==> config.mk <==
export PLATFORM = sky130hd
export DESIGN_NAME = relay_button_controller_flat
export DESIGN_NICKNAME = d
export VERILOG_FILES = /design/src/rtl/rbc_pkg.sv /design/src/rtl/rbc_in_if.sv /design/src/rtl/rbc_out_if.sv /design/src/rtl/rbc_cfg.sv /design/src/rtl/rbc_ctrl.sv /design/src/rtl/rbc_dp.sv /design/src/rtl/relay_button_controller.sv /design/src/flat_wrapper.sv
export SDC_FILE = /design/constraint.sdc
export NUM_CORES = 1
export LEC_CHECK = 0
export BUFFER_PORTS_ARGS = -buffer_cell sky130_fd_sc_hd__buf_2
export CAP_MARGIN = 10
export CORE_MARGIN = 2
export CORE_UTILIZATION = 40
export DETAILED_ROUTE_END_ITERATION = 8
export PLACE_DENSITY_LB_ADDON = 0.08
export SLEW_MARGIN = 20
export SYNTH_ARGS = -nofsm -noshare
export SYNTH_HDL_FRONTEND = slang
export SYNTH_SLANG_ARGS = --single-unit
==> constraint.sdc <==
create_clock -name clk_i -period 11.9 [get_ports clk_i]
set_input_delay 1.19 -clock clk_i [delete_from_list [all_inputs] [get_ports clk_i]]
set_output_delay 1.19 -clock clk_i [all_outputs]
set_load 0.05 [all_outputs]
==> src/rtl/rbc_pkg.sv <==
// ----------------------------------------------------------------------------
// Relay button controller package
// Shared widths, register map, codes, control structs and the click-action
// lookup used by the relay button controller modules.
// ----------------------------------------------------------------------------
`default_nettype none

package rbc_pkg;

  // Default sizing of the channel array and the per-channel timers
  localparam int CHANNELS_DEF   = 4;
  localparam int TIMER_BITS_DEF = 16;

  // Field widths of the item and result channels
  localparam int KEY_W       = 4;
  localparam int CH_FIELD_W  = 2;
  localparam int ACT_W       = 2;
  localparam int CLICK_CNT_W = 8;
  localparam int CLICK_ACT_W = 3;

  // Configuration port
  localparam int APB_ADDR_W = 5;
  localparam int APB_DATA_W = 32;
  localparam int REG_IDX_W  = 3;

  localparam logic [REG_IDX_W-1:0] REG_CHANNEL_COUNT    = 3'd0;
  localparam logic [REG_IDX_W-1:0] REG_KEY_MODE         = 3'd1;
  localparam logic [REG_IDX_W-1:0] REG_INTERLOCK_ENABLE = 3'd2;
  localparam logic [REG_IDX_W-1:0] REG_PERSIST_ENABLE   = 3'd3;
  localparam logic [REG_IDX_W-1:0] REG_DEBOUNCE_MS      = 3'd4;
  localparam logic [REG_IDX_W-1:0] REG_CLICK_TIMEOUT_MS = 3'd5;

  // Register reset values
  localparam logic [2:0]  RST_CHANNEL_COUNT    = 3'd1;
  localparam logic [1:0]  RST_KEY_MODE         = 2'd0;
  localparam logic        RST_INTERLOCK_ENABLE = 1'b0;
  localparam logic        RST_PERSIST_ENABLE   = 1'b0;
  localparam logic [9:0]  RST_DEBOUNCE_MS      = 10'd50;
  localparam logic [13:0] RST_CLICK_TIMEOUT_MS = 14'd1000;

  // Item kinds
  localparam logic FUNC_TICK    = 1'b0;
  localparam logic FUNC_COMMAND = 1'b1;

  // Command actions (the two unused codes toggle the relay)
  localparam logic [ACT_W-1:0] ACT_OFF    = 2'd0;
  localparam logic [ACT_W-1:0] ACT_ON     = 2'd1;

  // Switch modes (the unused code behaves as auto)
  localparam logic [1:0] MODE_AUTO      = 2'd0;
  localparam logic [1:0] MODE_MOMENTARY = 2'd1;
  localparam logic [1:0] MODE_LATCHING  = 2'd2;

  // Gap that must be exceeded between two toggles in auto mode, in ms
  localparam int AUTO_GAP_MS = 300;

  // Click bursts with a special meaning
  localparam logic [CLICK_CNT_W-1:0] CLICKS_LEARN      = 8'd10;
  localparam logic [CLICK_CNT_W-1:0] CLICKS_DELETE     = 8'd12;
  localparam logic [CLICK_CNT_W-1:0] CLICKS_DELETE_ALL = 8'd16;
  localparam logic [CLICK_CNT_W-1:0] CLICKS_WIFI_SETUP = 8'd20;

  localparam logic [CLICK_ACT_W-1:0] CLICK_NONE       = 3'd0;
  localparam logic [CLICK_ACT_W-1:0] CLICK_LEARN      = 3'd1;
  localparam logic [CLICK_ACT_W-1:0] CLICK_DELETE     = 3'd2;
  localparam logic [CLICK_ACT_W-1:0] CLICK_DELETE_ALL = 3'd3;
  localparam logic [CLICK_ACT_W-1:0] CLICK_WIFI_SETUP = 3'd4;

  // Configuration register set
  typedef struct packed {
    logic [2:0]  channel_count;
    logic [1:0]  key_mode;
    logic        interlock_enable;
    logic        persist_enable;
    logic [9:0]  debounce_ms;
    logic [13:0] click_timeout_ms;
  } cfg_t;

  // Result of one item
  typedef struct packed {
    logic [KEY_W-1:0]       relay_state;
    logic [KEY_W-1:0]       changed_mask;
    logic [KEY_W-1:0]       persist_mask;
    logic                   click_valid;
    logic [CH_FIELD_W-1:0]  click_channel;
    logic [CLICK_CNT_W-1:0] click_count;
    logic [CLICK_ACT_W-1:0] click_action;
    logic                   cmd_error;
  } result_t;

  // Controller to datapath commands
  typedef struct packed {
    logic load;       // latch a new item, clear the accumulators
    logic tick_step;  // process one channel of a tick
    logic cmd_step;   // apply a relay command
    logic capture;    // move the finished result to the output register
  } dp_cmd_t;

  // Datapath to controller status
  typedef struct packed {
    logic none;       // no channel in use
    logic last;       // the current channel is the last one in use
  } dp_stat_t;

  typedef enum logic [1:0] {
    ST_IDLE,
    ST_TICK,
    ST_CMD,
    ST_DONE
  } rbc_state_e;

  // Special action of a finished click burst
  function automatic logic [CLICK_ACT_W-1:0] click_action_of(
      input logic [CLICK_CNT_W-1:0] count);
    logic [CLICK_ACT_W-1:0] act;
    act = CLICK_NONE;
    case (count)
      CLICKS_LEARN:      act = CLICK_LEARN;
      CLICKS_DELETE:     act = CLICK_DELETE;
      CLICKS_DELETE_ALL: act = CLICK_DELETE_ALL;
      CLICKS_WIFI_SETUP: act = CLICK_WIFI_SETUP;
      default:           act = CLICK_NONE;
    endcase
    return act;
  endfunction

endpackage

`default_nettype wire

==> src/rtl/rbc_in_if.sv <==
// ----------------------------------------------------------------------------
// Relay button controller item channel
// Valid/ready channel carrying one tick or relay command per transaction.
// ----------------------------------------------------------------------------
`default_nettype none

interface rbc_in_if;
  logic                           valid;
  logic                           ready;
  logic                           func;
  logic [rbc_pkg::KEY_W-1:0]      key_levels;
  logic [rbc_pkg::CH_FIELD_W-1:0] cmd_channel;
  logic [rbc_pkg::ACT_W-1:0]      cmd_action;
  logic                           cmd_save;

  modport source (
    output valid, func, key_levels, cmd_channel, cmd_action, cmd_save,
    input  ready
  );

  modport sink (
    input  valid, func, key_levels, cmd_channel, cmd_action, cmd_save,
    output ready
  );
endinterface

`default_nettype wire

==> src/rtl/rbc_out_if.sv <==
// ----------------------------------------------------------------------------
// Relay button controller result channel
// Valid/ready channel carrying one result per transaction.
// ----------------------------------------------------------------------------
`default_nettype none

interface rbc_out_if;
  logic                            valid;
  logic                            ready;
  logic [rbc_pkg::KEY_W-1:0]       relay_state;
  logic [rbc_pkg::KEY_W-1:0]       changed_mask;
  logic [rbc_pkg::KEY_W-1:0]       persist_mask;
  logic                            click_valid;
  logic [rbc_pkg::CH_FIELD_W-1:0]  click_channel;
  logic [rbc_pkg::CLICK_CNT_W-1:0] click_count;
  logic [rbc_pkg::CLICK_ACT_W-1:0] click_action;
  logic                            cmd_error;

  modport source (
    output valid, relay_state, changed_mask, persist_mask, click_valid,
           click_channel, click_count, click_action, cmd_error,
    input  ready
  );

  modport sink (
    input  valid, relay_state, changed_mask, persist_mask, click_valid,
           click_channel, click_count, click_action, cmd_error,
    output ready
  );
endinterface

`default_nettype wire

==> src/rtl/rbc_cfg.sv <==
// ----------------------------------------------------------------------------
// Relay button controller register file
// APB-style register block holding the six configuration registers.
// ----------------------------------------------------------------------------
`default_nettype none

module rbc_cfg (
  input  wire logic                             clk_i,
  input  wire logic                             rst_ni,
  input  wire logic                             psel,
  input  wire logic                             penable,
  input  wire logic                             pwrite,
  input  wire logic [rbc_pkg::APB_ADDR_W-1:0]   paddr,
  input  wire logic [rbc_pkg::APB_DATA_W-1:0]   pwdata,
  output      logic [rbc_pkg::APB_DATA_W-1:0]   prdata,
  output      logic                             pready,
  output      rbc_pkg::cfg_t                    cfg_o
);

  rbc_pkg::cfg_t                   cfg_q, cfg_d;
  logic [rbc_pkg::REG_IDX_W-1:0]   reg_idx;
  logic                            wr_en;

  assign reg_idx = paddr[rbc_pkg::APB_ADDR_W-1:2];
  assign wr_en   = psel && penable && pwrite;
  assign pready  = 1'b1;
  assign cfg_o   = cfg_q;

  // Decode a register write
  always_comb begin
    cfg_d = cfg_q;
    if (wr_en) begin
      case (reg_idx)
        rbc_pkg::REG_CHANNEL_COUNT:    cfg_d.channel_count    = pwdata[2:0];
        rbc_pkg::REG_KEY_MODE:         cfg_d.key_mode         = pwdata[1:0];
        rbc_pkg::REG_INTERLOCK_ENABLE: cfg_d.interlock_enable = pwdata[0];
        rbc_pkg::REG_PERSIST_ENABLE:   cfg_d.persist_enable   = pwdata[0];
        rbc_pkg::REG_DEBOUNCE_MS:      cfg_d.debounce_ms      = pwdata[9:0];
        rbc_pkg::REG_CLICK_TIMEOUT_MS: cfg_d.click_timeout_ms = pwdata[13:0];
        default: ;
      endcase
    end
  end

  always_ff @(posedge clk_i or negedge rst_ni) begin
    if (!rst_ni) begin
      cfg_q.channel_count    <= rbc_pkg::RST_CHANNEL_COUNT;
      cfg_q.key_mode         <= rbc_pkg::RST_KEY_MODE;
      cfg_q.interlock_enable <= rbc_pkg::RST_INTERLOCK_ENABLE;
      cfg_q.persist_enable   <= rbc_pkg::RST_PERSIST_ENABLE;
      cfg_q.debounce_ms      <= rbc_pkg::RST_DEBOUNCE_MS;
      cfg_q.click_timeout_ms <= rbc_pkg::RST_CLICK_TIMEOUT_MS;
    end else begin
      cfg_q <= cfg_d;
    end
  end

  // Read back the addressed register
  always_comb begin
    prdata = '0;
    case (reg_idx)
      rbc_pkg::REG_CHANNEL_COUNT:    prdata = 32'(cfg_q.channel_count);
      rbc_pkg::REG_KEY_MODE:         prdata = 32'(cfg_q.key_mode);
      rbc_pkg::REG_INTERLOCK_ENABLE: prdata = 32'(cfg_q.interlock_enable);
      rbc_pkg::REG_PERSIST_ENABLE:   prdata = 32'(cfg_q.persist_enable);
      rbc_pkg::REG_DEBOUNCE_MS:      prdata = 32'(cfg_q.debounce_ms);
      rbc_pkg::REG_CLICK_TIMEOUT_MS: prdata = 32'(cfg_q.click_timeout_ms);
      default:                       prdata = '0;
    endcase
  end

endmodule

`default_nettype wire

==> src/rtl/rbc_ctrl.sv <==
// ----------------------------------------------------------------------------
// Relay button controller sequencer
// Accepts an item, walks the datapath through the channels of a tick or one
// command step, and hands the result to the output register.
// ----------------------------------------------------------------------------
`default_nettype none

module rbc_ctrl #(
  parameter int CHANNELS = rbc_pkg::CHANNELS_DEF,
  localparam int CH_W    = (CHANNELS > 1) ? $clog2(CHANNELS) : 1
) (
  input  wire logic              clk_i,
  input  wire logic              rst_ni,
  input  wire logic              in_valid_i,
  input  wire logic              in_func_i,
  output      logic              in_ready_o,
  output      logic              out_valid_o,
  input  wire logic              out_ready_i,
  input  wire rbc_pkg::dp_stat_t stat_i,
  output      rbc_pkg::dp_cmd_t  cmd_o,
  output      logic [CH_W-1:0]   ch_o
);

  rbc_pkg::rbc_state_e state_q, state_d;
  logic [CH_W-1:0]     ch_q, ch_d;
  logic                out_valid_q, out_valid_d;

  assign ch_o        = ch_q;
  assign out_valid_o = out_valid_q;

  // Next state and datapath commands
  always_comb begin
    state_d     = state_q;
    ch_d        = ch_q;
    cmd_o       = '0;
    in_ready_o  = 1'b0;
    out_valid_d = out_valid_q && !out_ready_i;
    case (state_q)
      rbc_pkg::ST_IDLE: begin
        in_ready_o = 1'b1;
        if (in_valid_i) begin
          cmd_o.load = 1'b1;
          ch_d       = '0;
          if (in_func_i == rbc_pkg::FUNC_COMMAND) begin
            state_d = rbc_pkg::ST_CMD;
          end else if (stat_i.none) begin
            state_d = rbc_pkg::ST_DONE;
          end else begin
            state_d = rbc_pkg::ST_TICK;
          end
        end
      end
      rbc_pkg::ST_TICK: begin
        cmd_o.tick_step = 1'b1;
        if (stat_i.last) begin
          state_d = rbc_pkg::ST_DONE;
        end else begin
          ch_d = ch_q + CH_W'(1);
        end
      end
      rbc_pkg::ST_CMD: begin
        cmd_o.cmd_step = 1'b1;
        state_d        = rbc_pkg::ST_DONE;
      end
      rbc_pkg::ST_DONE: begin
        // Hold until the output register is free
        if (!out_valid_q || out_ready_i) begin
          cmd_o.capture = 1'b1;
          out_valid_d   = 1'b1;
          state_d       = rbc_pkg::ST_IDLE;
        end
      end
      default: state_d = rbc_pkg::ST_IDLE;
    endcase
  end

  always_ff @(posedge clk_i or negedge rst_ni) begin
    if (!rst_ni) begin
      state_q     <= rbc_pkg::ST_IDLE;
      ch_q        <= '0;
      out_valid_q <= 1'b0;
    end else begin
      state_q     <= state_d;
      ch_q        <= ch_d;
      out_valid_q <= out_valid_d;
    end
  end

endmodule

`default_nettype wire

==> src/rtl/rbc_dp.sv <==
// ----------------------------------------------------------------------------
// Relay button controller datapath
// Per-channel debounce, click and gap timers, relay bits, result
// accumulators and the output register. One channel is updated per step.
// ----------------------------------------------------------------------------
`default_nettype none

module rbc_dp #(
  parameter int CHANNELS   = rbc_pkg::CHANNELS_DEF,
  parameter int TIMER_BITS = rbc_pkg::TIMER_BITS_DEF,
  localparam int CH_W      = (CHANNELS > 1) ? $clog2(CHANNELS) : 1
) (
  input  wire logic                             clk_i,
  input  wire logic                             rst_ni,
  input  wire rbc_pkg::cfg_t                    cfg_i,
  input  wire rbc_pkg::dp_cmd_t                 cmd_i,
  input  wire logic [CH_W-1:0]                  ch_i,
  output      rbc_pkg::dp_stat_t                stat_o,
  input  wire logic                             func_i,
  input  wire logic [rbc_pkg::KEY_W-1:0]        key_levels_i,
  input  wire logic [rbc_pkg::CH_FIELD_W-1:0]   cmd_channel_i,
  input  wire logic [rbc_pkg::ACT_W-1:0]        cmd_action_i,
  input  wire logic                             cmd_save_i,
  output      rbc_pkg::result_t                 result_o
);

  localparam int CNT_W = $clog2(CHANNELS + 1);
  localparam int CMP_W = (TIMER_BITS > 14) ? TIMER_BITS : 14;
  localparam int CC_W  = rbc_pkg::CLICK_CNT_W;

  // Latched item
  logic                            func_q;
  logic [rbc_pkg::KEY_W-1:0]       keys_q;
  logic [rbc_pkg::CH_FIELD_W-1:0]  cch_q;
  logic [rbc_pkg::ACT_W-1:0]       act_q;
  logic                            save_q;

  // Channel state
  logic [CHANNELS-1:0]   unst_q, unst_d;
  logic [CHANNELS-1:0]   deb_q, deb_d;
  logic [CHANNELS-1:0]   relay_q, relay_d;
  logic [TIMER_BITS-1:0] db_tmr_q [CHANNELS];
  logic [TIMER_BITS-1:0] bt_tmr_q [CHANNELS];
  logic [TIMER_BITS-1:0] gap_tmr_q [CHANNELS];
  logic [CC_W-1:0]       clicks_q [CHANNELS];

  // Accumulators for the item in progress
  logic [CHANNELS-1:0]               chg_q, chg_d;
  logic [CHANNELS-1:0]               per_q, per_d;
  logic                              cv_q, cv_d;
  logic [CH_W-1:0]                   cch_acc_q, cch_acc_d;
  logic [CC_W-1:0]                   ccnt_q, ccnt_d;
  logic [rbc_pkg::CLICK_ACT_W-1:0]   cact_q, cact_d;
  logic                              err_q, err_d;

  rbc_pkg::result_t res_q, res_d;

  // Step values
  logic [CNT_W-1:0]      n_act;
  logic [CHANNELS-1:0]   act_mask;
  logic [CHANNELS-1:0]   keys_ext;
  logic [TIMER_BITS-1:0] dt_n, bt_n, gt_n;
  logic [CC_W-1:0]       cnt_n;
  logic                  raw;
  logic                  do_set, set_on, set_save;
  logic [CH_W-1:0]       set_ch;
  logic [CHANNELS-1:0]   set_bit, clr_m;

  function automatic logic [TIMER_BITS-1:0] sat_inc(input logic [TIMER_BITS-1:0] t);
    return (&t) ? t : t + TIMER_BITS'(1);
  endfunction

  // Effective channel count and mask of channels in use
  always_comb begin
    if (32'(cfg_i.channel_count) < 32'(CHANNELS)) begin
      n_act = CNT_W'(cfg_i.channel_count);
    end else begin
      n_act = CNT_W'(CHANNELS);
    end
    for (int k = 0; k < CHANNELS; k++) begin
      act_mask[k] = (CNT_W'(k) < n_act);
    end
  end

  assign stat_o.none = (n_act == '0);
  assign stat_o.last = ((CNT_W'(ch_i) + CNT_W'(1)) == n_act);

  // Channels without a key pin read as released
  for (genvar g = 0; g < CHANNELS; g++) begin : g_keys
    if (g < rbc_pkg::KEY_W) begin : g_pin
      assign keys_ext[g] = keys_q[g];
    end else begin : g_nopin
      assign keys_ext[g] = 1'b1;
    end
  end

  // One tick step or command step
  always_comb begin
    unst_d    = unst_q;
    deb_d     = deb_q;
    chg_d     = chg_q;
    per_d     = per_q;
    cv_d      = cv_q;
    cch_acc_d = cch_acc_q;
    ccnt_d    = ccnt_q;
    cact_d    = cact_q;
    err_d     = err_q;
    dt_n      = sat_inc(db_tmr_q[ch_i]);
    bt_n      = sat_inc(bt_tmr_q[ch_i]);
    gt_n      = sat_inc(gap_tmr_q[ch_i]);
    cnt_n     = clicks_q[ch_i];
    raw       = keys_ext[ch_i];
    do_set    = 1'b0;
    set_on    = 1'b0;
    set_save  = 1'b0;
    set_ch    = ch_i;

    if (cmd_i.tick_step) begin
      if (raw != unst_q[ch_i]) begin
        dt_n          = '0;
        unst_d[ch_i]  = raw;
      end else if ((dt_n >= TIMER_BITS'(cfg_i.debounce_ms)) && (raw != deb_q[ch_i])) begin
        // Debounced edge: count a click and maybe toggle
        dt_n         = '0;
        deb_d[ch_i]  = raw;
        if (cnt_n != '1) begin
          cnt_n = cnt_n + CC_W'(1);
        end
        bt_n     = '0;
        set_on   = !relay_q[ch_i];
        set_save = 1'b1;
        case (cfg_i.key_mode)
          rbc_pkg::MODE_MOMENTARY: do_set = !raw;
          rbc_pkg::MODE_LATCHING:  do_set = 1'b1;
          default: begin
            if (gt_n > TIMER_BITS'(rbc_pkg::AUTO_GAP_MS)) begin
              do_set = 1'b1;
              gt_n   = '0;
            end
          end
        endcase
      end
      // End of a click burst
      if ((cnt_n != '0) && (CMP_W'(bt_n) > CMP_W'(cfg_i.click_timeout_ms))) begin
        if (!cv_q) begin
          cv_d      = 1'b1;
          cch_acc_d = ch_i;
          ccnt_d    = cnt_n;
          cact_d    = rbc_pkg::click_action_of(cnt_n);
        end
        cnt_n = '0;
      end
    end else if (cmd_i.cmd_step) begin
      if (32'(cch_q) >= 32'(n_act)) begin
        err_d = 1'b1;
      end else begin
        do_set   = 1'b1;
        set_ch   = CH_W'(cch_q);
        set_save = save_q;
        case (act_q)
          rbc_pkg::ACT_OFF: set_on = 1'b0;
          rbc_pkg::ACT_ON:  set_on = 1'b1;
          default:          set_on = !relay_q[CH_W'(cch_q)];
        endcase
      end
    end
  end

  // Relay switch with interlock
  always_comb begin
    relay_d = relay_q;
    set_bit = CHANNELS'(1) << set_ch;
    clr_m   = '0;
    if (do_set) begin
      if (set_on && cfg_i.interlock_enable) begin
        clr_m = relay_q & act_mask & ~set_bit;
      end
      relay_d = relay_q & ~clr_m;
      if (relay_d[set_ch] != set_on) begin
        clr_m = clr_m | set_bit;
      end
      relay_d[set_ch] = set_on;
    end
  end

  // Result to the output register
  always_comb begin
    res_d               = res_q;
    res_d.relay_state   = rbc_pkg::KEY_W'(relay_q);
    res_d.changed_mask  = rbc_pkg::KEY_W'(chg_q);
    res_d.persist_mask  = rbc_pkg::KEY_W'(per_q);
    res_d.click_valid   = cv_q;
    res_d.click_channel = rbc_pkg::CH_FIELD_W'(cch_acc_q);
    res_d.click_count   = ccnt_q;
    res_d.click_action  = cact_q;
    res_d.cmd_error     = err_q;
  end

  assign result_o = res_q;

  // Control and channel state
  always_ff @(posedge clk_i or negedge rst_ni) begin
    if (!rst_ni) begin
      unst_q  <= '1;
      deb_q   <= '1;
      relay_q <= '0;
      for (int k = 0; k < CHANNELS; k++) begin
        db_tmr_q[k]  <= '0;
        bt_tmr_q[k]  <= '0;
        gap_tmr_q[k] <= '0;
        clicks_q[k]  <= '0;
      end
    end else if (cmd_i.tick_step || cmd_i.cmd_step) begin
      unst_q  <= unst_d;
      deb_q   <= deb_d;
      relay_q <= relay_d;
      if (cmd_i.tick_step) begin
        db_tmr_q[ch_i]  <= dt_n;
        bt_tmr_q[ch_i]  <= bt_n;
        gap_tmr_q[ch_i] <= gt_n;
        clicks_q[ch_i]  <= cnt_n;
      end
    end
  end

  // Item latch and accumulators
  always_ff @(posedge clk_i) begin
    if (cmd_i.load) begin
      func_q    <= func_i;
      keys_q    <= key_levels_i;
      cch_q     <= cmd_channel_i;
      act_q     <= cmd_action_i;
      save_q    <= cmd_save_i;
      chg_q     <= '0;
      per_q     <= '0;
      cv_q      <= 1'b0;
      cch_acc_q <= '0;
      ccnt_q    <= '0;
      cact_q    <= rbc_pkg::CLICK_NONE;
      err_q     <= 1'b0;
    end else if (cmd_i.tick_step || cmd_i.cmd_step) begin
      chg_q     <= chg_d | clr_m;
      per_q     <= per_d | ((set_save && cfg_i.persist_enable && do_set)
                            ? ((relay_q & ~relay_d) | set_bit) & (clr_m | set_bit)
                            : '0);
      cv_q      <= cv_d;
      cch_acc_q <= cch_acc_d;
      ccnt_q    <= ccnt_d;
      cact_q    <= cact_d;
      err_q     <= err_d || (func_q && !cmd_i.tick_step && err_d);
    end
    if (cmd_i.capture) begin
      res_q <= res_d;
    end
  end

endmodule

`default_nettype wire

==> src/rtl/relay_button_controller.sv <==
// ----------------------------------------------------------------------------
// Relay button controller
// Four-channel relay controller with debounced keys, click bursts, relay
// commands and interlock, configured over an APB-style register port.
// ----------------------------------------------------------------------------
// Usage:
//   in_i carries one transaction per item: a 1 ms tick with the raw key
//   levels (func 0) or a relay command (func 1). out_o returns exactly one
//   result transaction per item, in order. Registers are written over the
//   APB port (psel/penable/pwrite, pready always high) while the block is idle.
// Sequencing:
//   After acceptance a tick runs one step of the shared channel datapath per
//   channel in use, then writes the result to the output register. A command
//   runs a single command step and then writes the result; a tick with no
//   channel in use writes its result directly. The next item is accepted in
//   the cycle after the result is written.
// Reset:
//   rst_ni clears relays, timers and click counts, sets all keys released and
//   loads the register defaults. No clearing pass is needed.
// Stalls:
//   The output register holds a result until it is taken. One more item is
//   accepted meanwhile; its result waits in the datapath, and no further item
//   is accepted, until the output register frees up.
// ----------------------------------------------------------------------------
`default_nettype none

module relay_button_controller #(
  parameter int CHANNELS   = rbc_pkg::CHANNELS_DEF,
  parameter int TIMER_BITS = rbc_pkg::TIMER_BITS_DEF
) (
  input  wire logic                            clk_i,
  input  wire logic                            rst_ni,
  rbc_in_if.sink                               in_i,
  rbc_out_if.source                            out_o,
  input  wire logic                            psel,
  input  wire logic                            penable,
  input  wire logic                            pwrite,
  input  wire logic [rbc_pkg::APB_ADDR_W-1:0]  paddr,
  input  wire logic [rbc_pkg::APB_DATA_W-1:0]  pwdata,
  output      logic [rbc_pkg::APB_DATA_W-1:0]  prdata,
  output      logic                            pready
);

  localparam int CH_W = (CHANNELS > 1) ? $clog2(CHANNELS) : 1;

  rbc_pkg::cfg_t     cfg;
  rbc_pkg::dp_cmd_t  dp_cmd;
  rbc_pkg::dp_stat_t dp_stat;
  rbc_pkg::result_t  result;
  logic [CH_W-1:0]   cur_ch;

  rbc_cfg u_cfg (
    .clk_i   (clk_i),
    .rst_ni  (rst_ni),
    .psel    (psel),
    .penable (penable),
    .pwrite  (pwrite),
    .paddr   (paddr),
    .pwdata  (pwdata),
    .prdata  (prdata),
    .pready  (pready),
    .cfg_o   (cfg)
  );

  rbc_ctrl #(
    .CHANNELS (CHANNELS)
  ) u_ctrl (
    .clk_i       (clk_i),
    .rst_ni      (rst_ni),
    .in_valid_i  (in_i.valid),
    .in_func_i   (in_i.func),
    .in_ready_o  (in_i.ready),
    .out_valid_o (out_o.valid),
    .out_ready_i (out_o.ready),
    .stat_i      (dp_stat),
    .cmd_o       (dp_cmd),
    .ch_o        (cur_ch)
  );

  rbc_dp #(
    .CHANNELS   (CHANNELS),
    .TIMER_BITS (TIMER_BITS)
  ) u_dp (
    .clk_i         (clk_i),
    .rst_ni        (rst_ni),
    .cfg_i         (cfg),
    .cmd_i         (dp_cmd),
    .ch_i          (cur_ch),
    .stat_o        (dp_stat),
    .func_i        (in_i.func),
    .key_levels_i  (in_i.key_levels),
    .cmd_channel_i (in_i.cmd_channel),
    .cmd_action_i  (in_i.cmd_action),
    .cmd_save_i    (in_i.cmd_save),
    .result_o      (result)
  );

  // Drive the result channel from the output register
  assign out_o.relay_state   = result.relay_state;
  assign out_o.changed_mask  = result.changed_mask;
  assign out_o.persist_mask  = result.persist_mask;
  assign out_o.click_valid   = result.click_valid;
  assign out_o.click_channel = result.click_channel;
  assign out_o.click_count   = result.click_count;
  assign out_o.click_action  = result.click_action;
  assign out_o.cmd_error     = result.cmd_error;

endmodule

`default_nettype wire

==> src/flat_wrapper.sv <==
// flat-port wrapper written by rule: the top's interface ports become plain ports
module relay_button_controller_flat 
#(
  parameter int CHANNELS   = rbc_pkg::CHANNELS_DEF,
  parameter int TIMER_BITS = rbc_pkg::TIMER_BITS_DEF
)
  (clk_i, rst_ni, psel, penable, pwrite, paddr, pwdata, prdata, pready, in_i_valid, in_i_func, in_i_key_levels, in_i_cmd_channel, in_i_cmd_action, in_i_cmd_save, in_i_ready, out_o_valid, out_o_relay_state, out_o_changed_mask, out_o_persist_mask, out_o_click_valid, out_o_click_channel, out_o_click_count, out_o_click_action, out_o_cmd_error, out_o_ready);
  rbc_in_if in_i_i ();
  rbc_out_if out_o_i ();
  input  wire logic clk_i;
  input  wire logic rst_ni;
  input  wire logic psel;
  input  wire logic penable;
  input  wire logic pwrite;
  input  wire logic [rbc_pkg::APB_ADDR_W-1:0] paddr;
  input  wire logic [rbc_pkg::APB_DATA_W-1:0] pwdata;
  output      logic [rbc_pkg::APB_DATA_W-1:0] prdata;
  output      logic pready;
  input wire logic [$bits(in_i_i.valid)-1:0] in_i_valid;
  input wire logic [$bits(in_i_i.func)-1:0] in_i_func;
  input wire logic [$bits(in_i_i.key_levels)-1:0] in_i_key_levels;
  input wire logic [$bits(in_i_i.cmd_channel)-1:0] in_i_cmd_channel;
  input wire logic [$bits(in_i_i.cmd_action)-1:0] in_i_cmd_action;
  input wire logic [$bits(in_i_i.cmd_save)-1:0] in_i_cmd_save;
  output wire logic [$bits(in_i_i.ready)-1:0] in_i_ready;
  output wire logic [$bits(out_o_i.valid)-1:0] out_o_valid;
  output wire logic [$bits(out_o_i.relay_state)-1:0] out_o_relay_state;
  output wire logic [$bits(out_o_i.changed_mask)-1:0] out_o_changed_mask;
  output wire logic [$bits(out_o_i.persist_mask)-1:0] out_o_persist_mask;
  output wire logic [$bits(out_o_i.click_valid)-1:0] out_o_click_valid;
  output wire logic [$bits(out_o_i.click_channel)-1:0] out_o_click_channel;
  output wire logic [$bits(out_o_i.click_count)-1:0] out_o_click_count;
  output wire logic [$bits(out_o_i.click_action)-1:0] out_o_click_action;
  output wire logic [$bits(out_o_i.cmd_error)-1:0] out_o_cmd_error;
  input wire logic [$bits(out_o_i.ready)-1:0] out_o_ready;
  assign in_i_i.valid = in_i_valid;
  assign in_i_i.func = in_i_func;
  assign in_i_i.key_levels = in_i_key_levels;
  assign in_i_i.cmd_channel = in_i_cmd_channel;
  assign in_i_i.cmd_action = in_i_cmd_action;
  assign in_i_i.cmd_save = in_i_cmd_save;
  assign in_i_ready = in_i_i.ready;
  assign out_o_valid = out_o_i.valid;
  assign out_o_relay_state = out_o_i.relay_state;
  assign out_o_changed_mask = out_o_i.changed_mask;
  assign out_o_persist_mask = out_o_i.persist_mask;
  assign out_o_click_valid = out_o_i.click_valid;
  assign out_o_click_channel = out_o_i.click_channel;
  assign out_o_click_count = out_o_i.click_count;
  assign out_o_click_action = out_o_i.click_action;
  assign out_o_cmd_error = out_o_i.cmd_error;
  assign out_o_i.ready = out_o_ready;
  relay_button_controller #(.CHANNELS(CHANNELS), .TIMER_BITS(TIMER_BITS)) u_core (.clk_i(clk_i), .rst_ni(rst_ni), .in_i(in_i_i), .out_o(out_o_i), .psel(psel), .penable(penable), .pwrite(pwrite), .paddr(paddr), .pwdata(pwdata), .prdata(prdata), .pready(pready));
endmodule
**Word-level counts from Yosys, hierarchy flattened**

Cells that the tools add are included.

- Flip-flop bits (word level): 332
- Bits of input ports: 54

- Add/subtract/negate cells: 6
- $lt $le $gt $ge: 16
- Equal/unequal tests: 24
- Shift operators: 1
- Multiplexer cells: 111
- Bitwise gates (word level): 16
- Reductions and logical operators: 45

Operators by type and width:

| cell | count |
|---|---|
| two-way mux 16 bit | 22 |
| bitwise mux 64 bit | 3 |
| binary-select mux 16 bit (select 2 bit) | 3 |
| case mux 14 bit (6 select lines) | 1 |
| two-way mux 8 bit | 9 |
| adder 16 x 1 -> 16 bit, second input constant | 3 |
| AND reduction 16 bit | 3 |
| two-way mux 1 bit | 36 |
| bitwise mux 32 bit | 1 |
| demux 16 bit (select 2 bit) | 1 |
| two-way mux 4 bit | 6 |
| AND 4 bit | 5 |
| two-way mux 2 bit | 10 |
| bitwise OR 4 bit | 5 |
| binary-select mux 8 bit (select 2 bit) | 1 |
| demux 8 bit (select 2 bit) | 1 |
| == test 8 x 4 -> 1 bit, second input constant | 2 |
| == test 8 x 5 -> 1 bit, second input constant | 2 |
| greater-or-equal comparator 16 x 10 -> 1 bit | 1 |
| greater-than comparator 16 x 14 -> 1 bit | 1 |
| greater-than comparator 16 x 9 -> 1 bit, second input constant | 1 |
| AND reduction 2 bit | 7 |
| logical AND 1 bit | 13 |
| binary-select mux 1 bit (select 2 bit) | 6 |
| other kinds (41) | 76 |

**Logic depth before layout (Yosys ltp)**

Gate-level depths: netlist of the first run.

- Depth in word-level cells: 25
- Gate-level depth with buffers: 36
- Mapped depth without buffers: 29

**Hierarchy**

Synthesis of the first run repeated with hierarchy kept, for this count alone.

- Cells, all modules: 1539
- Area, all modules: 17300.3 um^2

By module, submodules not included:

| module | instances | cells each | area each (um^2) | seq. area each (um^2) |
|---|---|---|---|---|
| rbc_dp | 1 | 1371 | 15283.4 | 7457.2 |
| rbc_cfg | 1 | 131 | 1655.3 | 788.3 |
| rbc_ctrl | 1 | 37 | 361.6 | 125.1 |

**Least setup slack after synthesis of the first run**

No wires, ideal clock.

- Path kind: register to register
- From: register u_core.u_ctrl.ch_q[0] (netlist: u_core.u_ctrl.ch_o[0])
- To: register u_core.u_dp.ccnt_q[3]
- Setup time: 0.116 ns
- Data arrival time: 6.483 ns
- Required time: 11.784 ns
- Setup slack: 5.301 ns
- Stages on the path, launching flop included: 34
- Path buffers: 6
- Clock period less this slack: 6.599 ns
- Cell sequence: dfrtp_1 > buf_6 > buf_12 > buf_8 > mux4_2 > ha_1 > nand4_1 > nor3_2 > nand2_1 > nand2_1 > nor2_1 > xnor2_1 > inv_1 > ha_1 > a211oi_1 > nand3_1 > a21oi_1 > o21ai_0 > nor2b_1 > a21oi_1 > clkbuf_1 > clkbuf_1 > nor2_1 > ha_1 > and3_1 > a221o_1 > a21oi_1 > o21ai_0 > a211oi_1 > a2bb2oi_2 > or2_1 > buf_2 > nor4_1 > a31o_1

- Longest elaborated chain between the ends: 14
- Elaborated cells on any way between the ends: 39
- Those cells by class: 3 x add/sub; 2 x order compare; 3 x eq/ne; 24 x mux; 1 x bitwise; 6 x reduce/logical

RTL lines:

| what | RTL line | RTL |
|---|---|---|
| start: declaration | rbc_ctrl.sv:25 | `logic [CH_W-1:0] ch_q, ch_d;` |
| start signal: assignment | rbc_ctrl.sv:84 | `ch_q <= ch_d;` |
| inverter 2 -> 3 bit (not written as such) | rbc_dp.sv:108, rbc_dp.sv:109, rbc_dp.sv:111 |  |
| binary-select mux 16 bit (select 2 bit) | rbc_dp.sv:108 | `dt_n = sat_inc(db_tmr_q[ch_i]);` |
| two-way mux 16 bit (not written as such) (2 in series) | rbc_dp.sv:108 |  |
| adder 16 x 1 -> 16 bit or AND reduction 16 bit (tied branches) | rbc_dp.sv:70 | `return (&t) ? t : t + TIMER_BITS'(1);` |
| two-way mux 16 bit | rbc_dp.sv:70 |  |
| greater-or-equal comparator 16 x 10 -> 1 bit | rbc_dp.sv:122 | `end else if ((dt_n >= TIMER_BITS'(cfg_i.debounce_ms)) && (raw != deb_q[ch_i])) begin` |
| logical AND 1 bit | rbc_dp.sv:122 |  |
| two-way mux 16 bit or two-way mux 8 bit (tied branches) | rbc_dp.sv:122 |  |
| two-way mux 16 bit or two-way mux 8 bit (tied branches) | rbc_dp.sv:119 | `if (raw != unst_q[ch_i]) begin` |
| two-way mux 16 bit or two-way mux 8 bit (tied branches) | rbc_dp.sv:118 | `if (cmd_i.tick_step) begin` |
| greater-than comparator 16 x 14 -> 1 bit or nonzero test 8 bit (tied branches) | rbc_dp.sv:144 | `if ((cnt_n != '0) && (CMP_W'(bt_n) > CMP_W'(cfg_i.click_timeout_ms))) begin` |
| logical AND 1 bit | rbc_dp.sv:144 |  |
| AND reduction 4 bit (no source line) | n/a |  |
| end signal: assignment | rbc_dp.sv:248 | `ccnt_q <= ccnt_d;` |
| end: declaration | rbc_dp.sv:52 | `logic [CC_W-1:0] ccnt_q, ccnt_d;` |

Several ways; a longest one is shown, not always the timed one. The select of a mux whose other input is x is not followed.
A chain may end at the register's enable or synchronous reset.

**Worst setup path in the final report of the first run**

- From: register u_core.u_ctrl.ch_q[0] (netlist: u_core.u_ctrl.ch_o[0])
- To: register u_core.u_dp.cact_q[2] in the netlist's numbering

- Longest elaborated chain between the ends: 14
- Elaborated cells on any way between the ends: 44
- Those cells by class: 3 x add/sub; 2 x order compare; 7 x eq/ne; 25 x mux; 1 x bitwise; 6 x reduce/logical

RTL lines:

| what | RTL line | RTL |
|---|---|---|
| inverter 2 -> 3 bit (not written as such) | rbc_dp.sv:108, rbc_dp.sv:109, rbc_dp.sv:111 |  |
| binary-select mux 16 bit (select 2 bit) | rbc_dp.sv:108 |  |
| two-way mux 16 bit (not written as such) (2 in series) | rbc_dp.sv:108 |  |
| adder 16 x 1 -> 16 bit or AND reduction 16 bit (tied branches) | rbc_dp.sv:70 |  |
| two-way mux 16 bit | rbc_dp.sv:70 |  |
| greater-or-equal comparator 16 x 10 -> 1 bit | rbc_dp.sv:122 |  |
| logical AND 1 bit | rbc_dp.sv:122 |  |
| two-way mux 16 bit or two-way mux 8 bit (tied branches) | rbc_dp.sv:122 |  |
| two-way mux 16 bit or two-way mux 8 bit (tied branches) | rbc_dp.sv:119 |  |
| two-way mux 16 bit or two-way mux 8 bit (tied branches) | rbc_dp.sv:118 |  |
| greater-than comparator 16 x 14 -> 1 bit or nonzero test 8 bit (tied branches) | rbc_dp.sv:144 |  |
| logical AND 1 bit | rbc_dp.sv:144 |  |
| AND reduction 4 bit (no source line) | n/a |  |
| end signal: assignment | rbc_dp.sv:239 | `cact_q <= rbc_pkg::CLICK_NONE;` |
| end signal: assignment | rbc_dp.sv:249 | `cact_q <= cact_d;` |
| end: declaration | rbc_dp.sv:53 | `logic [rbc_pkg::CLICK_ACT_W-1:0] cact_q, cact_d;` |

Several ways; a longest one is shown, not always the timed one. The select of a mux whose other input is x is not followed.

==> flow_summary.json, run 1 <==
{
  "die_w_um": 211.3,
  "synth_edf_count": 36,
  "routed_via_density": 5.499,
  "cts_resized": 0,
  "dr.first_iter.drc_count": 736,
  "outcome": "finished clean",
  "antenna_found_initial": 0,
  "reg2reg_from": "u_core.u_ctrl.ch_o[0]",
  "cts_sinks": 331,
  "syn_to_final_growth_pct": 11.64,
  "die_h_um": 211.3,
  "swShare_pct": 37.67,
  "cp.arrival_ps": 9210,
  "fmax_mhz": 114.4,
  "synthCells": 1605,
  "antenna_left": 0,
  "p_seq_share_pct": 36.9,
  "tightest_slew_ps": 951.1,
  "io_pins": 116,
  "clkPwrFrac_pct": 30.0,
  "clkTransAtPathRegs_ps": 60,
  "layout-drive-gt1-share_pct": 18.92,
  "synth.area.top_cells": "dfrtp_1 37%, mux4_2 8.0%, o31ai_1 6.8%",
  "drc": 0,
  "fp.dieArea_sq_um": 44630,
  "dr.pass1.iters": 5,
  "h-tree-depth": 2,
  "internal_power_uw": 2450,
  "crit_path_frequent_cell": "ha_1",
  "synth_area_leader_cell": "dfrtp_1",
  "crit_end": "u_core.u_dp.cact_q[2]",
  "post-route-min-period_ps": 8744,
  "cts_root_buf": "clkbuf_16",
  "start_kind": "flip-flop",
  "finalCritPeriodShare_pct": 73.48,
  "setup_viol": 0,
  "rsz0062_at_grt": "no",
  "yosysWarnings": 0,
  "vias": 12120,
  "seq_area_frac_synth_pct": 48.72,
  "max-cap-violations": 0,
  "cp-end-kind": "flip-flop",
  "clk_latency_ps": 550,
  "wire_per_inst_um": 19.12,
  "first_global_vias": 12050,
  "yosys.cell_types.count": 83,
  "grt_pass1_wl_um": 68450,
  "start_util_pct": 40.78,
  "hpwl_um": 27060,
  "crit_fanout": 28,
  "slowest_delay_ps": 840,
  "critPathKind": "reg2reg",
  "worst_r2r_path_depth": 25,
  "hold_viol": 0,
  "relSlewSlack_pct": 36.59,
  "grt_start_max_net_pins": 178,
  "power_density_nw_per_um2": 205.0,
  "netSwitchingPower_uw": 1481,
  "globalplace.congestion": 0.7946,
  "cts_hold_buf": 0,
  "cpMaxStageDelayCell": "dfrtp_4",
  "finClkSkew_ps": 13.57,
  "numCtsBuffers": 39,
  "yosys_register_bits": 331,
  "clk_path_buf_depth": 3,
  "portBuffers": 76,
  "crit_start": "u_core.u_ctrl.ch_o[0]",
  "synth_flop_cell": "dfrtp_1",
  "nets": 1733,
  "diodes": 0,
  "synthesis.area_sq_um": 17180,
  "cts_setup_buffers": 0,
  "routed_wl_um": 42150,
  "yosysTopAreaCellShare_pct": 36.99,
  "pwr-share-comb_pct": 33.2,
  "p_leak_uw": 0.008174,
  "core_sq_um": 42130,
  "hp-class": "reg2reg",
  "hold_slack_ps": 425.9,
  "syn_area_per_cell_sq_um": 10.70,
  "regToRegSetupSlack_ps": 3160,
  "peakVddDrop_v": 0.00009090,
  "slew_violations": 0,
  "cts_tree": "done",
  "finalSetupTns_ps": 0,
  "overflow": 0,
  "rows": 75,
  "track_usage_pct": 19.43,
  "synthArstFlopShare_pct": 82.18,
  "required_ps": 12370,
  "r2r-end": "u_core.u_dp.cact_q[2]"
}
## critical path: cells and delay by family (launching register included)
family                     cells  cell delay [ps]
AOI/OAI and AO/OA              9             2940
xor gates and xnor gates       1              360
adders and majority gates      3              880
buffers and inverters          1              110
and+or+nand+nor                9             2840
DFF                            1              840
muxes                          2              650
## cell families after synthesis
logic type / Yosys count / share of synthesized area (%)
adders and majority gates: 41 / 2.986
AOI/OAI and AO/OA: 365 / 14.64
DFF: 331 / 48.72
other: 2 / 0.04371
muxes: 147 / 13.41
and+or+nand+nor: 499 / 13.17
xor gates and xnor gates: 39 / 2.032
buffers and inverters: 181 / 4.996
## area by class of cell
| type | instances | area, sq um |
|---|---|---|
| fill | 4015 | 22950 |
| sequential | 331 | 8378 |
| multi-input combinational | 1110 | 8079 |
| clock buffer | 57 | 1156 |
| tap | 539 | 674.4 |
| timing repair buffer | 93 | 550.5 |
| inverter | 63 | 236.5 |
| clock inverter | 11 | 106.4 |
## registers in the layout, indices dropped and copies added, names as in the netlist, 2 cells and up, named ones only
register / flops
u_core.u_ctrl.ch_o: 2
u_core.u_dp.relay_q: 4
u_core.u_dp.gap_tmr_q: 64
u_core.u_dp.act_q: 2
u_core.u_dp.result_o: 27
u_core.u_dp.ccnt_q: 8
u_core.u_dp.per_d: 4
u_core.u_dp.deb_q: 4
u_core.u_dp.unst_q: 4
u_core.u_dp.db_tmr_q: 64
u_core.u_dp.cch_q: 2
u_core.u_dp.cact_q: 3
u_core.u_dp.chg_d: 4
u_core.u_dp.bt_tmr_q: 64
u_core.u_dp.clicks_q: 32
u_core.u_ctrl.state_q: 2
u_core.u_dp.cch_acc_q: 2
u_core.u_cfg.cfg_o: 31
u_core.u_dp.keys_ext: 4
## layout by cell type, fill, tap and decap left out, types with 17 or more instances in the layout
cell       synthesis  layout
a21oi_1           19      17
buf_2             10      75
clkbuf_16          0      41
conb_1             2      19
dfrtp_1          254     252
dfstp_2           18      18
dfxtp_1           23      23
edfxtp_1          36      36
ha_1              41      41
inv_1             62      62
mux2_2            56      56
mux2i_1           30      30
mux4_2            61      61
nand2_1          277     273
nand3_1           31      31
nor2_1            72      71
nor3_1            25      25
o21ai_0           90      90
o31ai_1          155     155
xnor2_1           17      17
xor2_1            21      21
## metrics by stage
| stage | util (%) | cell area [sq um] | power [uW] | setup slack [ps] | cells |
|---|---|---|---|---|---|
| after floorplan | - | 17250 | 2427 | 5301 | 1622 |
| after global placement | 42.44 | 17880 | 2780 | 3156 | 2135 |
| after detailed placement | 42.46 | 17890 | 2793 | 3037 | 2135 |
| after CTS | 45.46 | 19150 | 3993 | 2959 | 2203 |
| after global routing | 45.52 | 19180 | 4177 | 2335 | 2204 |
| final | 45.52 | 19180 | 3931 | 3156 | 2204 |
## worst min path at each step
stage	start	endpoint	slack (ps)	cells after the start
2_1_floorplan	u_core.u_dp.ccnt_q[1]	u_core.u_dp.result_o[5]	400	0
3_3_place_gp	u_core.u_dp.ccnt_q[5]	u_core.u_dp.result_o[9]	420	0
3_5_place_dp	u_core.u_dp.ccnt_q[5]	u_core.u_dp.result_o[9]	420	0
4_1_cts	u_core.u_dp.ccnt_q[5]	u_core.u_dp.result_o[9]	430	0
5_1_grt	u_core.u_dp.ccnt_q[1]	u_core.u_dp.result_o[5]	440	0
6_report	u_core.u_dp.ccnt_q[5]	u_core.u_dp.result_o[9]	430	0
## layer usage
metal / part of all wire [%] / global-route usage (%)
met5: 0 / 0
met2: 45 / 30.22
met1: 49 / 27.90
met3: 3.0 / 2.706
met4: 2.8 / 6.727
## power groups by stage
stage	Combinational, uW	Clock (uW)	Sequential [uW]
2_1_floorplan	921	0	1510
3_3_place_gp	1310	0	1470
3_5_place_dp	1320	0	1470
4_1_cts	1320	1220	1450
5_1_grt	1440	1260	1470
6_report	1300	1180	1450
## synth_stat cells, types with 25 or more instances
| library cell | count |
|---|---|
| mux4_2 | 61 |
| o21ai_0 | 90 |
| mux2i_1 | 30 |
| nor3_1 | 25 |
| inv_1 | 62 |
| nand3_1 | 31 |
| buf_4 | 25 |
| o31ai_1 | 155 |
| clkbuf_1 | 64 |
| nor2_1 | 72 |
| ha_1 | 41 |
| dfrtp_1 | 254 |
| mux2_2 | 56 |
| nand2_1 | 277 |
| edfxtp_1 | 36 |
Power figures use the tool's default switching activity.
==> inputs of run 2 (changes only) <==
--- a/config.mk
+++ b/config.mk
@@ -5,6 +5,7 @@
 export SDC_FILE = /design/constraint.sdc
 export NUM_CORES = 1
 export LEC_CHECK = 0
+export ABC_AREA = 1
 export BUFFER_PORTS_ARGS = -buffer_cell sky130_fd_sc_hd__buf_2
 export CAP_MARGIN = 10
 export CORE_MARGIN = 2
==> constraint.sdc (replaced) <==
create_clock -name clk_i -period 9.1 [get_ports clk_i]
set_input_delay 0.91 -clock clk_i [delete_from_list [all_inputs] [get_ports clk_i]]
set_output_delay 0.91 -clock clk_i [all_outputs]
set_load 0.05 [all_outputs]
==> run 2 against run 1 <==
Count of clock-buffer cells in the layout is 10 higher. Via count is 23% higher. Final cell count is 34% higher. Clock power is 31% higher. Largest power group is now combinational cells. Maximum frequency is 25% higher. Utilization is 1.0 points lower. Combinational power grew to 3.2 times the previous value.
==> flow_summary.json, run 2 <==
{
  "outcome": "finished clean",
  "max-cap-violations": 0,
  "crit_start": "u_core.u_ctrl.ch_o[1]",
  "core_sq_um": 44220,
  "regToRegSetupSlack_ps": 2110,
  "r2r-end": "u_core.u_dp.clicks_q[15]",
  "die_h_um": 215.7,
  "diodes": 0,
  "crit_path_frequent_cell": "nand2_1",
  "portBuffers": 76,
  "slew_violations": 0,
  "final_cell_mix": "699 x nand2_1, 252 x dfrtp_1, 215 x nor2_1, 179 x o21ai_0, 169 x inv_1",
  "syn_to_final_growth_pct": 9.857,
  "peakVddDrop_v": 0.0002530,
  "cts_root_buf": "clkbuf_16",
  "wl_met3_um": 2230,
  "routed_wl_um": 46800,
  "cts_hold_buf": 0,
  "rsz0062_at_grt": "no",
  "tightest_slew_ps": 1054,
  "clk_latency_ps": 550,
  "overflow": 0,
  "topRoutingLayerUsed": "met5",
  "start_kind": "flip-flop",
  "reg2reg_from": "u_core.u_ctrl.ch_o[1]",
  "grt_start_max_net_pins": 85,
  "finalSetupTns_ps": 0,
  "seq_area_frac_synth_pct": 46.70,
  "crit_end": "u_core.u_dp.clicks_q[15]",
  "hold_viol": 0,
  "finClkSkew_ps": 14.29,
  "first_global_vias": 14350,
  "h-tree-depth": 2,
  "crit_fanout": 41,
  "cpMaxStageDelayCell": "inv_2",
  "wl_met2_um": 21410,
  "cts_setup_buffers": 0,
  "drc": 0,
  "finalCritPeriodShare_pct": 76.76,
  "dp.cells": 2875,
  "yosysWarnings": 0,
  "yosys_register_bits": 331,
  "setup_ws_ps": 2115,
  "synth_area_leader_cell": "dfrtp_1",
  "worst_r2r_path_depth": 40,
  "syn_area_per_cell_sq_um": 7.773,
  "track_usage_pct": 20.67,
  "critPathKind": "reg2reg",
  "wl_met1_um": 22080,
  "start_util_pct": 40.53,
  "place_area_sq_um": 18430,
  "top_regs": "u_core.u_dp.bt_tmr_q x64, u_core.u_dp.db_tmr_q x64, u_core.u_dp.gap_tmr_q x64",
  "slowest_delay_ps": 750,
  "fp.dieArea_sq_um": 46520,
  "power_density_nw_per_um2": 412.6,
  "dr.pass1.iters": 5,
  "yosysTopAreaCellShare_pct": 35.46,
  "post-synth-top-count-cell": "nand2_1",
  "fin_area_sq_um": 19690,
  "vias": 14900,
  "cp-end-kind": "flip-flop",
  "rows": 77,
  "antenna_found_initial": 3,
  "hpwl_um": 29900,
  "hp-class": "in2async",
  "synthesis.area_sq_um": 17920,
  "wire_per_inst_um": 15.89,
  "synth.area.top_cells": "dfrtp_1 35%, nand2_1 15%, edfxtp_1 6.0%",
  "clk_path_buf_depth": 3,
  "die_w_um": 215.7,
  "synth_commonest_cells": "703 x nand2_1, 254 x dfrtp_1, 216 x nor2_1, 179 x o21ai_0, 172 x inv_1",
  "routed_via_density": 5.061,
  "place_ws_ps": 2059,
  "grt_pass1_wl_um": 77630,
  "nets": 2420,
  "synth_flop_cell": "dfrtp_1",
  "layout-drive-gt1-share_pct": 10.71,
  "synthArstFlopShare_pct": 82.18,
  "cp.arrival_ps": 7440,
  "fin_cells": 2945,
  "relSlewSlack_pct": 29.64,
  "cts_sinks": 331,
  "synthCells": 2306,
  "fmax_mhz": 143.2,
  "dr.first_iter.drc_count": 939,
  "required_ps": 9560,
  "post-route-min-period_ps": 6985,
  "globalplace.congestion": 0.8496,
  "cts_resized": 0,
  "clkTransAtPathRegs_ps": 60,
  "numCtsBuffers": 40,
  "p_leak_uw": 0.009334,
  "antenna_left": 0,
  "synth_edf_count": 36,
  "cts_tree": "done",
  "yosys.cell_types.count": 59,
  "final_common_cell": "nand2_1",
  "setup_viol": 0,
  "io_pins": 116
}
run 2: cell types whose count changed after synthesis, sizes merged, moves of 29 or more:
cell,before,now
a21oi,20,122
inv,63,185
mux2,56,0
mux2i,30,1
mux4,61,0
nand2,277,726
nand3,31,139
nor2,73,239
o21ai,98,236
o31ai,155,0
run 2: kinds of logic after synthesis:
logic type	after synthesis	synth area share (%)
compound gates	417	12.73
xor+xnor	24	1.173
fa+ha+maj	41	2.862
buf+inv	318	8.545
flops	331	46.70
mux	1	0.05585
other cells	2	0.04190
simple gates	1172	27.90
run 2: critical path: cells and delay by family (launching register included):
| kind | cells | cell delay [ps] |
|---|---|---|
| adder cells (fa/ha/maj) | 3 | 790 |
| buffers and inverters | 3 | 940 |
| AO/OA/AOI/OAI | 9 | 1430 |
| AND/OR/NAND/NOR | 25 | 3080 |
| flip-flops | 1 | 610 |
run 2: final cells by class:
type	count	area (sq um)
Timing Repair Buffer	92	510.5
Clock inverter	3	65.06
Clock buffer	67	1194
Fill cell	4501	24530
Multi-Input combinational cell	1674	8102
Tap cell	592	740.7
Inverter	186	703.2
Sequential cell	331	8376
run 2: power breakdown:
part,switching (uW),internal [uW]
Clock,612,942
Combinational,2950,1190
Sequential,319,2120
run 2: worst min path at each step:
| stage | startpoint | endpoint | slack, ps | cells past startpoint |
|---|---|---|---|---|
| after global placement | u_core.u_dp.ccnt_q[2] | u_core.u_dp.result_o[6] | 420 | 0 |
| after CTS | rst_ni | u_core.u_dp.gap_tmr_q[22] | 360 | 1 |
| after global routing | rst_ni | u_core.u_dp.gap_tmr_q[6] | 380 | 1 |
| after detailed placement | u_core.u_dp.ccnt_q[2] | u_core.u_dp.result_o[6] | 420 | 0 |
| after floorplan | u_core.u_dp.ccnt_q[6] | u_core.u_dp.result_o[10] | 410 | 0 |
| final | rst_ni | u_core.u_dp.gap_tmr_q[22] | 330 | 1 |
run 2: through the flow:
step,power (uW),utilization (%),hold WS [ps]
6_report,8125,44.53,334.3
3_3_place_gp,6557,41.67,415.4
2_1_floorplan,5675,-,408.2
4_1_cts,8228,44.52,355.4
5_1_grt,8918,44.53,380.2
3_5_place_dp,6623,41.67,418.0
run 2: routing by layer:
metal / global-route usage (%) / vias to the layer above
li1: - / 7502
met1: 28.45 / 7035
met2: 33.61 / 293
met3: 3.171 / 68
met4: 6.253 / 6
met5: 0 / -
==> inputs of run 3 (changes only) <==
==> constraint.sdc (replaced) <==
create_clock -name clk_i -period 6.97 [get_ports clk_i]
set_input_delay 0.697 -clock clk_i [delete_from_list [all_inputs] [get_ports clk_i]]
set_output_delay 0.697 -clock clk_i [all_outputs]
set_load 0.05 [all_outputs]
==> run 3 against run 2 <==
Clock power increased by 39%. Critical path depth increased by 6. Total power increased by 34%. Maximum frequency increased by 12%. Flip-flop and latch count unchanged. Register-to-register slack got worse by 1400 ps. Via count unchanged. Highest routed layer is now met4.
==> flow_summary.json, run 3 (synthesized netlist as in run 2, its figures left out) <==
{
  "hold_slack_ps": 117.0,
  "clkTransAtPathRegs_ps": 60,
  "globalplace.congestion": 0.8955,
  "top_regs": "u_core.u_dp.bt_tmr_q x64, u_core.u_dp.db_tmr_q x64, u_core.u_dp.gap_tmr_q x64",
  "clk_path_buf_depth": 3,
  "final_cell_mix": "699 x nand2_1, 252 x dfrtp_1, 215 x nor2_1, 179 x o21ai_0, 170 x inv_1",
  "pwr-share-comb_pct": 51.4,
  "critPathKind": "reg2reg",
  "cpMaxStageDelayCell": "dfrtp_4",
  "cp.arrival_ps": 6740,
  "power_density_nw_per_um2": 546.4,
  "portBuffers": 76,
  "fp.dieArea_sq_um": 46520,
  "fmax_mhz": 159.9,
  "crit_end": "u_core.u_dp.cact_q[1]",
  "cts_tree": "done",
  "io_pins": 116,
  "crit_start": "u_core.u_ctrl.ch_o[0]",
  "finClkSkew_ps": 12.15,
  "routed_via_density": 5.033,
  "setup_ws_ps": 717.5,
  "cp-end-kind": "flip-flop",
  "p_seq_share_pct": 28.9,
  "reg2reg_from": "u_core.u_ctrl.ch_o[0]",
  "place_ws_ps": 416.0,
  "start_util_pct": 40.53,
  "crit_path_frequent_cell": "nand2_1",
  "swShare_pct": 47.36,
  "cts_sinks": 331,
  "nets": 2433,
  "core_sq_um": 44220,
  "layout-drive-gt1-share_pct": 11.78,
  "antenna_found_initial": 0,
  "vias": 14900,
  "dr.first_iter.drc_count": 1132,
  "overflow": 0,
  "antenna_left": 0,
  "numCtsBuffers": 40,
  "first_global_vias": 14440,
  "peakVddDrop_v": 0.0003443,
  "syn_to_final_growth_pct": 11.35,
  "die_h_um": 215.7,
  "tightest_slew_ps": 1038,
  "worst_r2r_path_depth": 46,
  "drc": 0,
  "max-cap-violations": 0,
  "hp-class": "in2async",
  "cts_root_buf": "clkbuf_16",
  "p_leak_uw": 0.009492,
  "post-route-min-period_ps": 6252,
  "regToRegSetupSlack_ps": 720,
  "track_usage_pct": 20.49,
  "h-tree-depth": 2,
  "netSwitchingPower_uw": 5164,
  "rows": 77,
  "outcome": "finished clean",
  "fin_area_sq_um": 19960,
  "crit_fanout": 19,
  "finalCritPeriodShare_pct": 89.71,
  "relSlewSlack_pct": 30.74,
  "dr.pass1.iters": 5,
  "hold_viol": 0,
  "clkPwrFrac_pct": 19.7,
  "clk_latency_ps": 550,
  "hpwl_um": 30270,
  "slowest_delay_ps": 600,
  "final_common_cell": "nand2_1",
  "die_w_um": 215.7,
  "place_area_sq_um": 18480,
  "internal_power_uw": 5740,
  "start_kind": "flip-flop",
  "slew_violations": 0,
  "wire_per_inst_um": 15.89,
  "grt_start_max_net_pins": 90,
  "r2r-end": "u_core.u_dp.cact_q[1]",
  "setup_viol": 0,
  "nFillCells": 4490,
  "routed_wl_um": 47050,
  "required_ps": 7460,
  "grt_pass1_wl_um": 77070
}
-- run 3: per-stage QoR --
step	instances	TNS (ps)	util [%]	power (uW)
global route	2960	-82.45	45.13	11910
floorplan	2323	0	-	7409
finish	2961	0	45.13	10900
CTS	2952	0	44.86	10890
global placement	2880	0	41.79	8580
detailed placement	2880	0	41.79	8682
-- run 3: timing repair --
action,4_1_cts,5_1_grt
gates resized for setup,0,4
buffers inserted,0,6
hold buffers,0,0
endpoints found under the setup margin,0,45
endpoints found under the hold margin,0,0
-- run 3: metal layers --
layer / vias up / wire length, um / global-route usage, %
met3: 79 / 1775 / 2.791
met4: 0 / 1209 / 6.897
met5: - / 0 / 0
met2: 261 / 21410 / 33.12
met1: 7020 / 22660 / 28.34
li1: 7544 / - / -
-- run 3: cell type report --
cell class	instances	area, sq um	share of cell area [%]
clock inverter	20	221.5	1.110
multi-input combinational	1675	8125	40.71
inverter	186	705.7	3.536
sequential	331	8376	41.97
tap	592	740.7	3.711
clock buffer	52	1137	5.699
antenna	1	2.502	0.01254
timing repair buffer	104	649.4	3.254
-- run 3: critical path: cells and delay by family, from the launching register on --
family | cells | cell delay [ps]
adder cells (fa/ha/maj) | 3 | 660
AO/OA/AOI/OAI | 6 | 960
AND/OR/NAND/NOR | 31 | 3130
buffers and inverters | 6 | 790
flip-flops | 1 | 600
-- run 3: worst min path at each step --
stage	cells after the start	endpoint	slack [ps]	start
global placement	0	u_core.u_dp.result_o[22]	410	u_core.u_dp.chg_d[3]
detailed placement	0	u_core.u_dp.result_o[17]	410	u_core.u_dp.per_d[2]
CTS	1	u_core.u_dp.gap_tmr_q[42]	160	rst_ni
floorplan	0	u_core.u_cfg.cfg_o[0]	400	rst_ni
global route	1	u_core.u_dp.gap_tmr_q[42]	170	rst_ni
finish	1	u_core.u_dp.gap_tmr_q[42]	120	rst_ni
-- run 3: power groups by stage --
stage	registers [uW]	logic, uW	clock network [uW]
6_report	3150	5600	2150
5_1_grt	3250	6370	2300
4_1_cts	3160	5520	2220
3_5_place_dp	3190	5490	0
3_3_place_gp	3170	5410	0
2_1_floorplan	3270	4140	0
